[src/hdl/rifp_pkg.sv]
// Shared types, codes and character helpers for the radix integer field parser.
package rifp_pkg;

  // Input item operation codes
  localparam logic [1:0] OP_DATA    = 2'd0;
  localparam logic [1:0] OP_END     = 2'd1;
  localparam logic [1:0] OP_RESTART = 2'd2;
  localparam logic [1:0] OP_RSVD    = 2'd3;

  // Radix mode codes
  localparam logic [1:0] RADIX_SDEC = 2'd0;
  localparam logic [1:0] RADIX_UDEC = 2'd1;
  localparam logic [1:0] RADIX_HEX  = 2'd2;
  localparam logic [1:0] RADIX_BIN  = 2'd3;

  // Register indexes on the configuration port
  localparam logic [1:0] REG_RADIX_MODE  = 2'd0;
  localparam logic [1:0] REG_DIGIT_LIMIT = 2'd1;
  localparam logic [1:0] REG_LIMIT_ON    = 2'd2;
  localparam int         CFG_AW          = 4;

  // Character codes
  localparam logic [7:0] CH_ZERO  = 8'h30;  // '0'
  localparam logic [7:0] CH_NINE  = 8'h39;  // '9'
  localparam logic [7:0] CH_A_LO  = 8'h61;  // 'a'
  localparam logic [7:0] CH_Z_LO  = 8'h7a;  // 'z'
  localparam logic [7:0] CH_A_UP  = 8'h41;  // 'A'
  localparam logic [7:0] CH_Z_UP  = 8'h5a;  // 'Z'
  localparam logic [7:0] CH_MINUS = 8'h2d;  // '-'
  localparam logic [7:0] CH_PLUS  = 8'h2b;  // '+'
  localparam logic [7:0] CH_TAB   = 8'h09;
  localparam logic [7:0] CH_CR    = 8'h0d;
  localparam logic [7:0] CH_SPACE = 8'h20;
  localparam logic [7:0] LETTER_BIAS = 8'd10;

  // Default result queue depth (power of two, at least 4)
  localparam int RIFP_OUTQ_DEPTH = 8;

  typedef struct packed {
    logic [1:0] op;
    logic [7:0] char_byte;
  } in_item_t;

  typedef struct packed {
    logic signed [63:0] field_value;
    logic               field_ok;
    logic               last_result;
  } out_item_t;

  typedef struct packed {
    logic [1:0] radix_mode;
    logic [7:0] digit_limit;
    logic       limit_on;
  } cfg_t;

  typedef struct packed {
    logic      vld;
    out_item_t item;
  } res_t;

  typedef struct packed {
    logic       hit;
    logic [3:0] value;
  } digit_t;

  // Whitespace: tab through carriage return, and space
  function automatic logic is_space(input logic [7:0] c);
    return ((c >= CH_TAB) && (c <= CH_CR)) || (c == CH_SPACE);
  endfunction

  // Digit value of c in the selected radix; hit is low when c is no such digit
  function automatic digit_t digit_of(input logic [7:0] c, input logic [1:0] radix);
    digit_t     res;
    logic [7:0] t;
    logic [4:0] base;
    logic       any;
    t   = '0;
    any = 1'b1;
    if ((c >= CH_ZERO) && (c <= CH_NINE)) begin
      t = c - CH_ZERO;
    end else if ((c >= CH_A_LO) && (c <= CH_Z_LO)) begin
      t = c - CH_A_LO + LETTER_BIAS;
    end else if ((c >= CH_A_UP) && (c <= CH_Z_UP)) begin
      t = c - CH_A_UP + LETTER_BIAS;
    end else begin
      any = 1'b0;
    end
    unique case (radix)
      RADIX_HEX: base = 5'd16;
      RADIX_BIN: base = 5'd2;
      default:   base = 5'd10;
    endcase
    res.hit   = any && ({3'b000, t[5:0]} < {4'b0000, base});
    res.value = t[3:0];
    return res;
  endfunction

endpackage

[src/hdl/rifp_cfg.sv]
// Configuration register file behind the APB-style port.
module rifp_cfg import rifp_pkg::*; (
  input  logic              clk,
  input  logic              rst_n,
  input  logic              psel,
  input  logic              penable,
  input  logic              pwrite,
  input  logic [CFG_AW-1:0] paddr,
  input  logic [31:0]       pwdata,
  output logic [31:0]       prdata,
  output logic              pready,
  output cfg_t              cfg
);

  cfg_t       cfg_r;
  logic [1:0] reg_idx;
  logic       wr_en;

  assign reg_idx = paddr[3:2];
  assign wr_en   = psel && penable && pwrite;
  assign pready  = 1'b1;
  assign cfg     = cfg_r;

  // Register writes on the access cycle
  always_ff @(posedge clk) begin
    if (!rst_n) begin
      cfg_r <= '0;
    end else if (wr_en) begin
      unique case (reg_idx)
        REG_RADIX_MODE:  cfg_r.radix_mode  <= pwdata[1:0];
        REG_DIGIT_LIMIT: cfg_r.digit_limit <= pwdata[7:0];
        REG_LIMIT_ON:    cfg_r.limit_on    <= pwdata[0];
        default: ;
      endcase
    end
  end

  // Read mux
  always_comb begin
    unique case (reg_idx)
      REG_RADIX_MODE:  prdata = {30'd0, cfg_r.radix_mode};
      REG_DIGIT_LIMIT: prdata = {24'd0, cfg_r.digit_limit};
      REG_LIMIT_ON:    prdata = {31'd0, cfg_r.limit_on};
      default:         prdata = '0;
    endcase
  end

endmodule

[src/hdl/rifp_core.sv]
// Field state machine: applies one registered item and yields up to two results.
module rifp_core import rifp_pkg::*; (
  input  logic     clk,
  input  logic     rst_n,
  input  cfg_t     cfg,
  input  logic     item_vld,
  input  in_item_t item,
  output res_t     res0,
  output res_t     res1
);

  typedef enum logic [1:0] {PH_IDLE, PH_SIGN, PH_DIGITS, PH_HALT} phase_t;

  phase_t      phase_r, phase_nxt;
  logic [63:0] acc_r, acc_nxt;     // signed running value, sign already applied
  logic        neg_r, neg_nxt;
  logic [7:0]  cnt_r, cnt_nxt;

  digit_t      dg;
  logic        allows_cur, allows_zero, cont_digit, sel_zero;
  logic [63:0] b_acc, b_mul, dd, addend, t_acc;
  logic        b_neg, t_done;
  logic [7:0]  b_cnt, t_cnt;

  // idle-phase byte outcome, always from a cleared field
  logic        ib_emit, ib_ok;
  logic [63:0] ib_val, ib_acc;
  phase_t      ib_phase;
  logic        ib_neg;
  logic [7:0]  ib_cnt;

  assign dg          = digit_of(item.char_byte, cfg.radix_mode);
  assign allows_cur  = !cfg.limit_on || (cnt_r < cfg.digit_limit);
  assign allows_zero = !cfg.limit_on || (cfg.digit_limit != 8'd0);
  assign cont_digit  = dg.hit && allows_cur;
  // a field ended by this byte restarts from zero for the same byte
  assign sel_zero    = (phase_r == PH_DIGITS) && !cont_digit;

  // Shared digit accumulate: value * base +/- digit
  always_comb begin
    b_acc = sel_zero ? 64'd0 : acc_r;
    b_cnt = sel_zero ? 8'd0  : cnt_r;
    b_neg = sel_zero ? 1'b0  : neg_r;
    unique case (cfg.radix_mode)
      RADIX_HEX: b_mul = b_acc << 4;
      RADIX_BIN: b_mul = b_acc << 1;
      default:   b_mul = (b_acc << 3) + (b_acc << 1);
    endcase
    dd     = {60'd0, dg.value};
    addend = b_neg ? (64'd0 - dd) : dd;
    t_acc  = b_mul + addend;
    t_cnt  = (b_cnt == 8'hff) ? b_cnt : (b_cnt + 8'd1);
    t_done = cfg.limit_on && (t_cnt >= cfg.digit_limit);
  end

  // Byte handling while skipping whitespace
  always_comb begin
    ib_emit  = 1'b0;
    ib_ok    = 1'b0;
    ib_val   = '0;
    ib_phase = PH_IDLE;
    ib_acc   = '0;
    ib_neg   = 1'b0;
    ib_cnt   = '0;
    if (is_space(item.char_byte)) begin
      ib_phase = PH_IDLE;
    end else if ((cfg.radix_mode == RADIX_SDEC) &&
                 ((item.char_byte == CH_PLUS) || (item.char_byte == CH_MINUS))) begin
      ib_phase = PH_SIGN;
      ib_neg   = (item.char_byte == CH_MINUS);
    end else if (dg.hit && allows_zero) begin
      if (t_done) begin
        ib_emit = 1'b1;
        ib_ok   = 1'b1;
        ib_val  = t_acc;
      end else begin
        ib_phase = PH_DIGITS;
        ib_acc   = t_acc;
        ib_cnt   = t_cnt;
      end
    end else begin
      ib_emit  = 1'b1;
      ib_phase = PH_HALT;
    end
  end

  // Next state and results
  always_comb begin
    phase_nxt = phase_r;
    acc_nxt   = acc_r;
    neg_nxt   = neg_r;
    cnt_nxt   = cnt_r;
    res0      = '0;
    res1      = '0;
    if (item_vld) begin
      priority if (item.op == OP_RESTART) begin
        phase_nxt = PH_IDLE;
        acc_nxt   = '0;
        neg_nxt   = 1'b0;
        cnt_nxt   = '0;
      end else if ((item.op == OP_RSVD) || (phase_r == PH_HALT)) begin
        phase_nxt = phase_r;
      end else if (item.op == OP_END) begin
        if (phase_r == PH_SIGN) begin
          res0.vld  = 1'b1;
          phase_nxt = PH_HALT;
          acc_nxt   = '0;
          neg_nxt   = 1'b0;
          cnt_nxt   = '0;
        end else if (phase_r == PH_DIGITS) begin
          res0.vld              = 1'b1;
          res0.item.field_ok    = 1'b1;
          res0.item.field_value = acc_r;
          phase_nxt = PH_IDLE;
          acc_nxt   = '0;
          neg_nxt   = 1'b0;
          cnt_nxt   = '0;
        end
      end else begin
        unique case (phase_r)
          PH_IDLE: begin
            res0.vld              = ib_emit;
            res0.item.field_ok    = ib_ok;
            res0.item.field_value = ib_val;
            phase_nxt = ib_phase;
            acc_nxt   = ib_acc;
            neg_nxt   = ib_neg;
            cnt_nxt   = ib_cnt;
          end
          PH_SIGN, PH_DIGITS: begin
            if (cont_digit) begin
              if (t_done) begin
                res0.vld              = 1'b1;
                res0.item.field_ok    = 1'b1;
                res0.item.field_value = t_acc;
                phase_nxt = PH_IDLE;
                acc_nxt   = '0;
                neg_nxt   = 1'b0;
                cnt_nxt   = '0;
              end else begin
                phase_nxt = PH_DIGITS;
                acc_nxt   = t_acc;
                cnt_nxt   = t_cnt;
              end
            end else if (phase_r == PH_SIGN) begin
              // sign without digits fails
              res0.vld  = 1'b1;
              phase_nxt = PH_HALT;
              acc_nxt   = '0;
              neg_nxt   = 1'b0;
              cnt_nxt   = '0;
            end else begin
              // field ends; the same byte opens the next field
              res0.vld              = 1'b1;
              res0.item.field_ok    = 1'b1;
              res0.item.field_value = acc_r;
              res1.vld              = ib_emit;
              res1.item.field_ok    = ib_ok;
              res1.item.field_value = ib_val;
              phase_nxt = ib_phase;
              acc_nxt   = ib_acc;
              neg_nxt   = ib_neg;
              cnt_nxt   = ib_cnt;
            end
          end
          default: phase_nxt = phase_r;
        endcase
      end
    end
    res0.item.last_result = res0.vld && !res1.vld;
    res1.item.last_result = res1.vld;
  end

  // Field state
  always_ff @(posedge clk) begin
    if (!rst_n) begin
      phase_r <= PH_IDLE;
      acc_r   <= '0;
      neg_r   <= 1'b0;
      cnt_r   <= '0;
    end else begin
      phase_r <= phase_nxt;
      acc_r   <= acc_nxt;
      neg_r   <= neg_nxt;
      cnt_r   <= cnt_nxt;
    end
  end

endmodule

[src/hdl/rifp_outq.sv]
// Result queue: takes up to two items per cycle, hands out one per cycle while out_stall is low.
module rifp_outq import rifp_pkg::*; #(
  parameter int DEPTH = RIFP_OUTQ_DEPTH,
  localparam int PW = $clog2(DEPTH),
  localparam int CW = $clog2(DEPTH + 1)
) (
  input  logic          clk,
  input  logic          rst_n,
  input  res_t          push0,
  input  res_t          push1,
  output logic          out_valid,
  input  logic          out_stall,
  output out_item_t     out_data,
  output logic [CW-1:0] used
);

  out_item_t     mem_r [DEPTH];
  logic [PW-1:0] wr_ptr_r, rd_ptr_r, wr_ptr_nxt, rd_ptr_nxt, wr_ptr_2nd;
  logic [CW-1:0] cnt_r, cnt_nxt;
  logic          pop;

  assign out_valid  = (cnt_r != '0);
  assign out_data   = mem_r[rd_ptr_r];
  assign used       = cnt_r;
  assign pop        = out_valid && !out_stall;
  assign wr_ptr_2nd = wr_ptr_r + PW'(1);

  // Pointer and fill bookkeeping
  always_comb begin
    wr_ptr_nxt = wr_ptr_r + PW'(push0.vld) + PW'(push1.vld);
    rd_ptr_nxt = rd_ptr_r + PW'(pop);
    cnt_nxt    = cnt_r + CW'(push0.vld) + CW'(push1.vld) - CW'(pop);
  end

  always_ff @(posedge clk) begin
    if (!rst_n) begin
      wr_ptr_r <= '0;
      rd_ptr_r <= '0;
      cnt_r    <= '0;
    end else begin
      wr_ptr_r <= wr_ptr_nxt;
      rd_ptr_r <= rd_ptr_nxt;
      cnt_r    <= cnt_nxt;
    end
  end

  // Entry storage, second item lands after the first
  always_ff @(posedge clk) begin
    if (push0.vld) begin
      mem_r[wr_ptr_r] <= push0.item;
    end
    if (push1.vld) begin
      mem_r[wr_ptr_2nd] <= push1.item;
    end
  end

endmodule

[src/hdl/radix_integer_field_parser.sv]
// Top level of the radix integer field parser: input register, field logic, result queue.
//
//   channel  | direction | handshake             | payload
//   ---------+-----------+-----------------------+-----------------------------
//   in_      | in        | in_valid / in_stall   | in_item_t  (op, char_byte)
//   out_     | out       | out_valid / out_stall | out_item_t (value, ok, last)
//   config   | in        | psel/penable, pready  | paddr, pwdata, prdata
//
// An accepted item is registered, applied to the field state in the next cycle and
// its results (zero, one or two) enter the result queue, which shows them on out_.
// One item is taken per cycle as long as the queue, after the results of the item
// already registered, has room for two more; the queue hands out one result per
// cycle while out_stall is low, so a stream that makes two results per byte fills
// the queue and is held off by in_stall. Reset is synchronous and clears field
// state, registers and the queue.
// out_stall only fills the queue; in_stall rises once it cannot take two more besides the registered item's.
module radix_integer_field_parser import rifp_pkg::*; #(
  parameter int OUTQ_DEPTH = RIFP_OUTQ_DEPTH,
  localparam int CW = $clog2(OUTQ_DEPTH + 1)
) (
  input  logic              clk,
  input  logic              rst_n,
  input  logic              in_valid,
  output logic              in_stall,
  input  in_item_t          in_data,
  output logic              out_valid,
  input  logic              out_stall,
  output out_item_t         out_data,
  input  logic              psel,
  input  logic              penable,
  input  logic              pwrite,
  input  logic [CFG_AW-1:0] paddr,
  input  logic [31:0]       pwdata,
  output logic [31:0]       prdata,
  output logic              pready
);

  localparam int NW = CW + 1;

  cfg_t          cfg;
  logic          in_vld_r;
  in_item_t      in_item_r;
  logic          in_acc;
  res_t          res0, res1;
  logic [CW-1:0] q_used;
  logic [NW-1:0] q_need;

  rifp_cfg u_cfg (
    .clk     (clk),
    .rst_n   (rst_n),
    .psel    (psel),
    .penable (penable),
    .pwrite  (pwrite),
    .paddr   (paddr),
    .pwdata  (pwdata),
    .prdata  (prdata),
    .pready  (pready),
    .cfg     (cfg)
  );

  // Hold off when the queue could not absorb two results from the next item
  assign q_need   = {1'b0, q_used} + (in_vld_r ? NW'(2) : NW'(0));
  assign in_stall = (q_need > NW'(OUTQ_DEPTH - 2));
  assign in_acc   = in_valid && !in_stall;

  // Input register
  always_ff @(posedge clk) begin
    if (!rst_n) begin
      in_vld_r <= 1'b0;
    end else begin
      in_vld_r <= in_acc;
    end
  end

  always_ff @(posedge clk) begin
    if (in_acc) begin
      in_item_r <= in_data;
    end
  end

  rifp_core u_core (
    .clk      (clk),
    .rst_n    (rst_n),
    .cfg      (cfg),
    .item_vld (in_vld_r),
    .item     (in_item_r),
    .res0     (res0),
    .res1     (res1)
  );

  rifp_outq #(
    .DEPTH (OUTQ_DEPTH)
  ) u_outq (
    .clk       (clk),
    .rst_n     (rst_n),
    .push0     (res0),
    .push1     (res1),
    .out_valid (out_valid),
    .out_stall (out_stall),
    .out_data  (out_data),
    .used      (q_used)
  );

  // A second result only follows a successful field in the first slot
  a_second_after_ok: assert property (@(posedge clk) disable iff (!rst_n)
    res1.vld |-> (res0.vld && res0.item.field_ok))
    else $error("second result without a good first result");

  // Space for two results is always reserved for a registered item
  a_queue_room: assert property (@(posedge clk) disable iff (!rst_n)
    in_vld_r |-> (q_used <= CW'(OUTQ_DEPTH - 2)))
    else $error("result queue lacks room for a registered item");

  // The input register only holds items that were accepted
  a_reg_from_accept: assert property (@(posedge clk) disable iff (!rst_n)
    in_vld_r |-> $past(in_valid && !in_stall))
    else $error("input register valid without an accepted item");

endmodule
[config.mk]
export PLATFORM = sky130hd
export DESIGN_NAME = radix_integer_field_parser
export DESIGN_NICKNAME = d
export VERILOG_FILES = /design/src/hdl/rifp_pkg.sv /design/src/hdl/rifp_cfg.sv /design/src/hdl/rifp_core.sv /design/src/hdl/rifp_outq.sv /design/src/hdl/radix_integer_field_parser.sv
export SDC_FILE = /design/constraint.sdc
export NUM_CORES = 1
export LEC_CHECK = 0
export BUFFER_PORTS_ARGS = -buffer_cell sky130_fd_sc_hd__buf_2
export CAP_MARGIN = 20
export CORE_MARGIN = 2
export CORE_UTILIZATION = 60
export CTS_CLUSTER_SIZE = 12
export DETAILED_ROUTE_END_ITERATION = 8
export HOLD_SLACK_MARGIN = 0.12
export PLACE_DENSITY = 0.78
export SYNTH_ARGS = -nofsm -noshare
export SYNTH_HDL_FRONTEND = slang
export SYNTH_SLANG_ARGS = --single-unit
[constraint.sdc]
create_clock -name clk -period 16.55 [get_ports clk]
set_input_delay 1.655 -clock clk [delete_from_list [all_inputs] [get_ports clk]]
set_output_delay 1.655 -clock clk [all_outputs]
set_load 0.03 [all_outputs]
[Yosys cells after proc, flatten, opt, wreduce, memory -nomap -nowiden]
Memory sizes are Yosys's and may differ from the RTL's. A register that Yosys moved wholly into a read port is not among the register bits.
Index checks and enable logic that the tools add are counted.
W data, S select, Z words.
Operators by class
  magnitude comparators: 12
  add/sub/neg operators: 17
  equal/unequal tests: 17
  reduce and logical (&&, ||, !) cells: 37
  muxes and demuxes: 96
Operators by type and width (number)
  $mux W64: 16
  $mux W66: 14
  $pmux W64 S2: 2
  $pmux W66 S2: 1
  $mux W65: 2
  $add A64 B64 Y64: 2
  $mux W8: 13
  $mux W63: 1
  $mux W1: 26
  $eq A8 B6 Y1 const B: 3
  $mux W2: 12
  $pmux W8 S3: 1
  $mux W6: 3
  $ge A8 B7 Y1 const B: 2
  $le A8 B7 Y1 const B: 2
  $pmux W8 S2: 1
  $logic_and A1 B1 Y1: 15
  $eq A2 B2 Y1 const B: 7
  $add A6 B4 Y6 const B: 2
  $sub A6 B6 Y6 const B: 2
  $pmux W5 S2: 1
  $add A3 B1 Y3: 3
  $add A4 B1 Y4: 2
  $add A8 B1 Y8 const B: 1
  other kinds (30): 45
Word-level totals
  register bits after elaboration: 107
  memories: 1
  output and inout bits: 101
  logic and storage cells: 193
  bits of input ports: 53
  RAM bits: 528
Memories
  u_outq.mem_r: depth 8, bits a word 66, rd ports 1, clocked after memory_dff 1, wr ports 2, RTL line rifp_outq.sv:17  | out_item_t mem_r [DEPTH];

[Logic depth before layout (Yosys ltp)]
  word-level depth: 28
  depth in mapped cells: 44
  mapped depth without buffers: 40

[By module]
Synthesis repeated with hierarchy kept, for this count alone.
Unflattened totals
  cell total of the unflattened synthesis: 3815
  area total of the unflattened synthesis: 43240.2 µm²
By module, submodules not included
  rifp_outq: instances 1, seq. area each 16055.4 µm², cells each 1426, area an instance 26708.1 µm²
  rifp_core: instances 1, seq. area each 1501.4 µm², cells each 2279, area an instance 15402.3 µm²
  rifp_cfg: instances 1, seq. area each 220.2 µm², cells each 88, area an instance 737.0 µm²
  radix_integer_field_parser: instances 1, seq. area each 320.3 µm², cells each 22, area an instance 392.9 µm²

[Least setup slack after synthesis]
Ideal clock, no wire load.
  path kind: reg2reg
  start: register in_item_r[1] (netlist name)
  end: memory u_outq.mem_r[1][0] (netlist name) (enable)
  period minus slack after synthesis: 11.625 ns
  path buffers: 2
  cell stages (with the launch flop): 32
  arrival: 11.037 ns
  slack: 4.925 ns
  data required time: 15.962 ns
  setup time: 0.588 ns
  cells stage by stage: edfxtp_1 -> inv_1 -> ha_1 -> or4b_1 -> a31o_1 -> a21o_1 -> nor2_1 -> nor2_1 -> ha_1 -> nor2_1 -> nand2_1 -> o311a_1 -> a211oi_2 -> buf_2 -> clkbuf_1 -> nand2_1 -> inv_1 -> ha_1 -> and3_1 -> and3_1 -> mux2_2 -> ha_1 -> a21o_1 -> a21o_1 -> a21oi_1 -> o211a_1 -> o21bai_1 -> nand2_1 -> a21o_1 -> a21oi_1 -> nand2_1 -> o31ai_1
RTL lines
  start: declaration: RTL line radix_integer_field_parser.sv:42  | in_item_t in_item_r;
  start signal: assignment: RTL line radix_integer_field_parser.sv:77  | in_item_r <= in_data;
  end: declaration: RTL line rifp_outq.sv:17

==> flow_summary.ini <==
[critical_path]
cp_data_required_time_ns = 17.02
slowest_stage = a2111oi_0
cp-end-kind = flop
startpoint_type = flop
cp_top_family = compound AO/OA/AOI/OAI gates
cpMostUsedCell = nor2_1
cp_max_fo = 53
cp.depth = 39
cp_data_arrival_time_ns = 12.31
r2r_cells = 39
critPathBufInv = 3
crit_type = reg -> reg
slowest_delay_ns = 0.87

[detailed_routing]
first_pass_iters = 9
drt_iter0_drc = 4674
drc = 0
via_count = 35030
wl_per_cell_um = 24.46
drtAntennaViolNets = 0
avgViaCountPerCell = 6.790
drt_wl_total_um = 126200

[grt]
overflow = 0
antenna_found_initial = 4
grt_max_degree = 106
grt_pass1_wl_um = 192400
grt_util_all_layers_pct = 34.72
grt_pass1_vias = 33100

[yosys]
synth_flop_cell = edfxtp_1
synthTopCellsByArea = edfxtp_1 (38%), mux4_2 (7.1%), o21ai_0 (5.6%), nand2_1 (4.7%), dfxtp_1 (4.6%)
yosys_register_bits = 635
synth-seq-area-share_pct = 43.10
syn_avg_cell_area_um2 = 9.858
yosysWarnings = 0
synth_compound_area_share_pct = 18.30
synth-edff-count = 538
syn_inst = 4259
ys_types = 104
synth_top_area_cell = edfxtp_1
synth_top_family_by_area = compound AO/OA/AOI/OAI gates
ys_async_sr_fraction_pct = 0
yosys.area_share.simple_pct = 14.43
synth-xor-area-share_pct = 3.147
synth.area.mux_share_pct = 11.98
netlist.area_leader.share_pct = 38.48
synth_adder_area_share_pct = 4.613
synth_area_um2 = 41990

[timing]
skew_ns = 0.02175
fin_ws_ns = 4.710
post-route-min-period_ns = 11.84
timing.final.crit_share_pct = 71.54
hold_viol_final = 0
relSlewSlack_pct = 26.58
grt_setup_unrepaired = false
finalSetupViolCount = 0
hold_slack_ns = 0.4858
max_freq_ghz = 0.08446
final-max-slew-violation-count = 0
tightestPinTransition_ns = 1.097
tns_ns = 0

[clock_tree]
clk_pin_slew_ns = 0.06
ctsHoldBuffers = 0
numCtsBuffers = 73
cts_max_level = 3
cts_setup_buffers = 0
cts_resized = 0
clock_latency_ns = 0.64
cts.sink_count = 635
cts_root_buf = clkbuf_16
cts_tree = built
cts_max_path_buffers = 3

[floorplan]
dieHeight_um = 268.5
rows = 96
initial_core_util_pct = 60.90
core_um2 = 68950
dieArea_um2 = 72110
io_pins = 154
dieWidth_um = 268.5

[power_and_ir_drop]
power_per_cell_area_nw_per_um2 = 92.96
power.leakage_nw = 16.49
vdd_drop_max_mv = 0.1064

[worst_hold_path]
min_path_type = reg -> reg
worstHoldPathCells = 2

[cells_and_area]
nets = 4376
area_growth_pct = 7.894
layout-drive-gt1-share_pct = 13.35
fillers = 5321

[placed_design]
gp_congestion = 0.9507
dp_hpwl_um = 78880
portBuffers = 102
pre_cts_slack_ns = 5.083

[job]
drv_cap = 0

[run_status]
status = complete, no violations
worst register-to-register path: cells and delay by family (launching register included):
kind / cells / cell delay [ns]
xor gates and xnor gates: 2 / 0.93
adders and majority gates: 5 / 1.17
and+or+nand+nor: 13 / 2.81
AOI/OAI and AO/OA: 16 / 5.51
DFF: 1 / 0.49
buffers and inverters: 3 / 0.80
state kept, by name, indices dropped and copies added (netlist names):
| register | cells |
|---|---|
| in_item_r | 10 |
| in_vld_r | 1 |
| u_cfg.cfg | 11 |
| u_core.acc_r | 64 |
| u_core.cnt_r | 8 |
| u_core.neg_r | 1 |
| u_core.phase_r | 2 |
| u_outq.mem_r | 528 |
| u_outq.rd_ptr_r | 3 |
| u_outq.used | 4 |
| u_outq.wr_ptr_r | 3 |
synthesized netlist by cell type, types with 93 or more instances:
cell type / number
o21ai_0: 468
nor2_1: 256
ha_1: 146
dfxtp_1: 97
nand3_1: 127
mux2i_1: 113
clkbuf_1: 259
inv_1: 93
xnor2_1: 97
a21oi_1: 245
edfxtp_1: 538
nand2_1: 531
mux4_2: 132
path summary, 6_finish.rpt:
path	start	endpoint	slack (ns)
min	u_core.acc_r[54]	u_core.acc_r[54]	0.49
max reg2reg	in_item_r[1]	u_outq.mem_r[2][42]	4.71
min reg2reg	u_core.acc_r[54]	u_core.acc_r[54]	0.49
max	in_item_r[1]	u_outq.mem_r[2][42]	4.71
where the power goes:
part / switching [mW] / internal [mW]
logic: 0.529 / 0.332
registers: 0.0460 / 1.75
clock network: 0.685 / 0.870
cell type report:
| class | instances | area (µm²) | area share, % |
|---|---|---|---|
| repair buffers | 172 | 1069 | 2.359 |
| well taps | 931 | 1165 | 2.571 |
| clock inverters | 41 | 346.6 | 0.7651 |
| diodes | 2 | 5.005 | 0.01105 |
| inverters | 95 | 356.6 | 0.7872 |
| clock buffers | 86 | 1918 | 4.234 |
| flip-flops and latches | 635 | 18120 | 39.99 |
| multi-input cells | 3196 | 22320 | 49.28 |
cell usage in the layout (no fill, tap or decap), types with 52 or more instances in the layout:
master | netlist | routed
edfxtp_1 | 538 | 538
nand2_1 | 531 | 529
o21ai_0 | 468 | 462
nor2_1 | 256 | 255
a21oi_1 | 245 | 245
ha_1 | 146 | 146
mux4_2 | 132 | 132
nand3_1 | 127 | 124
mux2i_1 | 113 | 113
buf_2 | 30 | 102
xnor2_1 | 97 | 97
inv_1 | 93 | 93
a22oi_1 | 92 | 92
dfxtp_1 | 97 | 92
nor2b_1 | 85 | 85
o22ai_1 | 84 | 84
mux2_2 | 81 | 81
clkbuf_16 | 0 | 75
and2_1 | 67 | 68
buf_4 | 26 | 68
a21o_1 | 68 | 67
xor2_1 | 52 | 52
through the flow:
stage	instance area (µm²)	utilization, %	instances	power, mW
after floorplan	42070	-	4282	2.459
after global placement	43000	62.36	5027	2.667
after detailed placement	43000	62.36	5027	2.681
after CTS	45260	65.65	5154	4.208
after global routing	45290	65.70	5156	4.322
final	45300	65.70	5158	4.211
kinds of logic (layout without fill, tap and decap cells):
kind of cell	count (synthesis)	count (layout)
adders and majority gates	153	153
muxes	327	327
other	2	27
xor gates and xnor gates	150	150
AOI/OAI and AO/OA	1246	1246
and+or+nand+nor	1295	1295
DFF	635	635
buffers and inverters	451	394
routing by layer:
layer	track usage, %	vias to the layer above	routed length [µm]
li1	-	15630	-
met1	47.60	16760	48340
met2	53.78	2286	56580
met3	8.858	351	17020
met4	12.22	4	4195
met5	0	-	27
No activity file was read; power rests on OpenSTA's default activity.
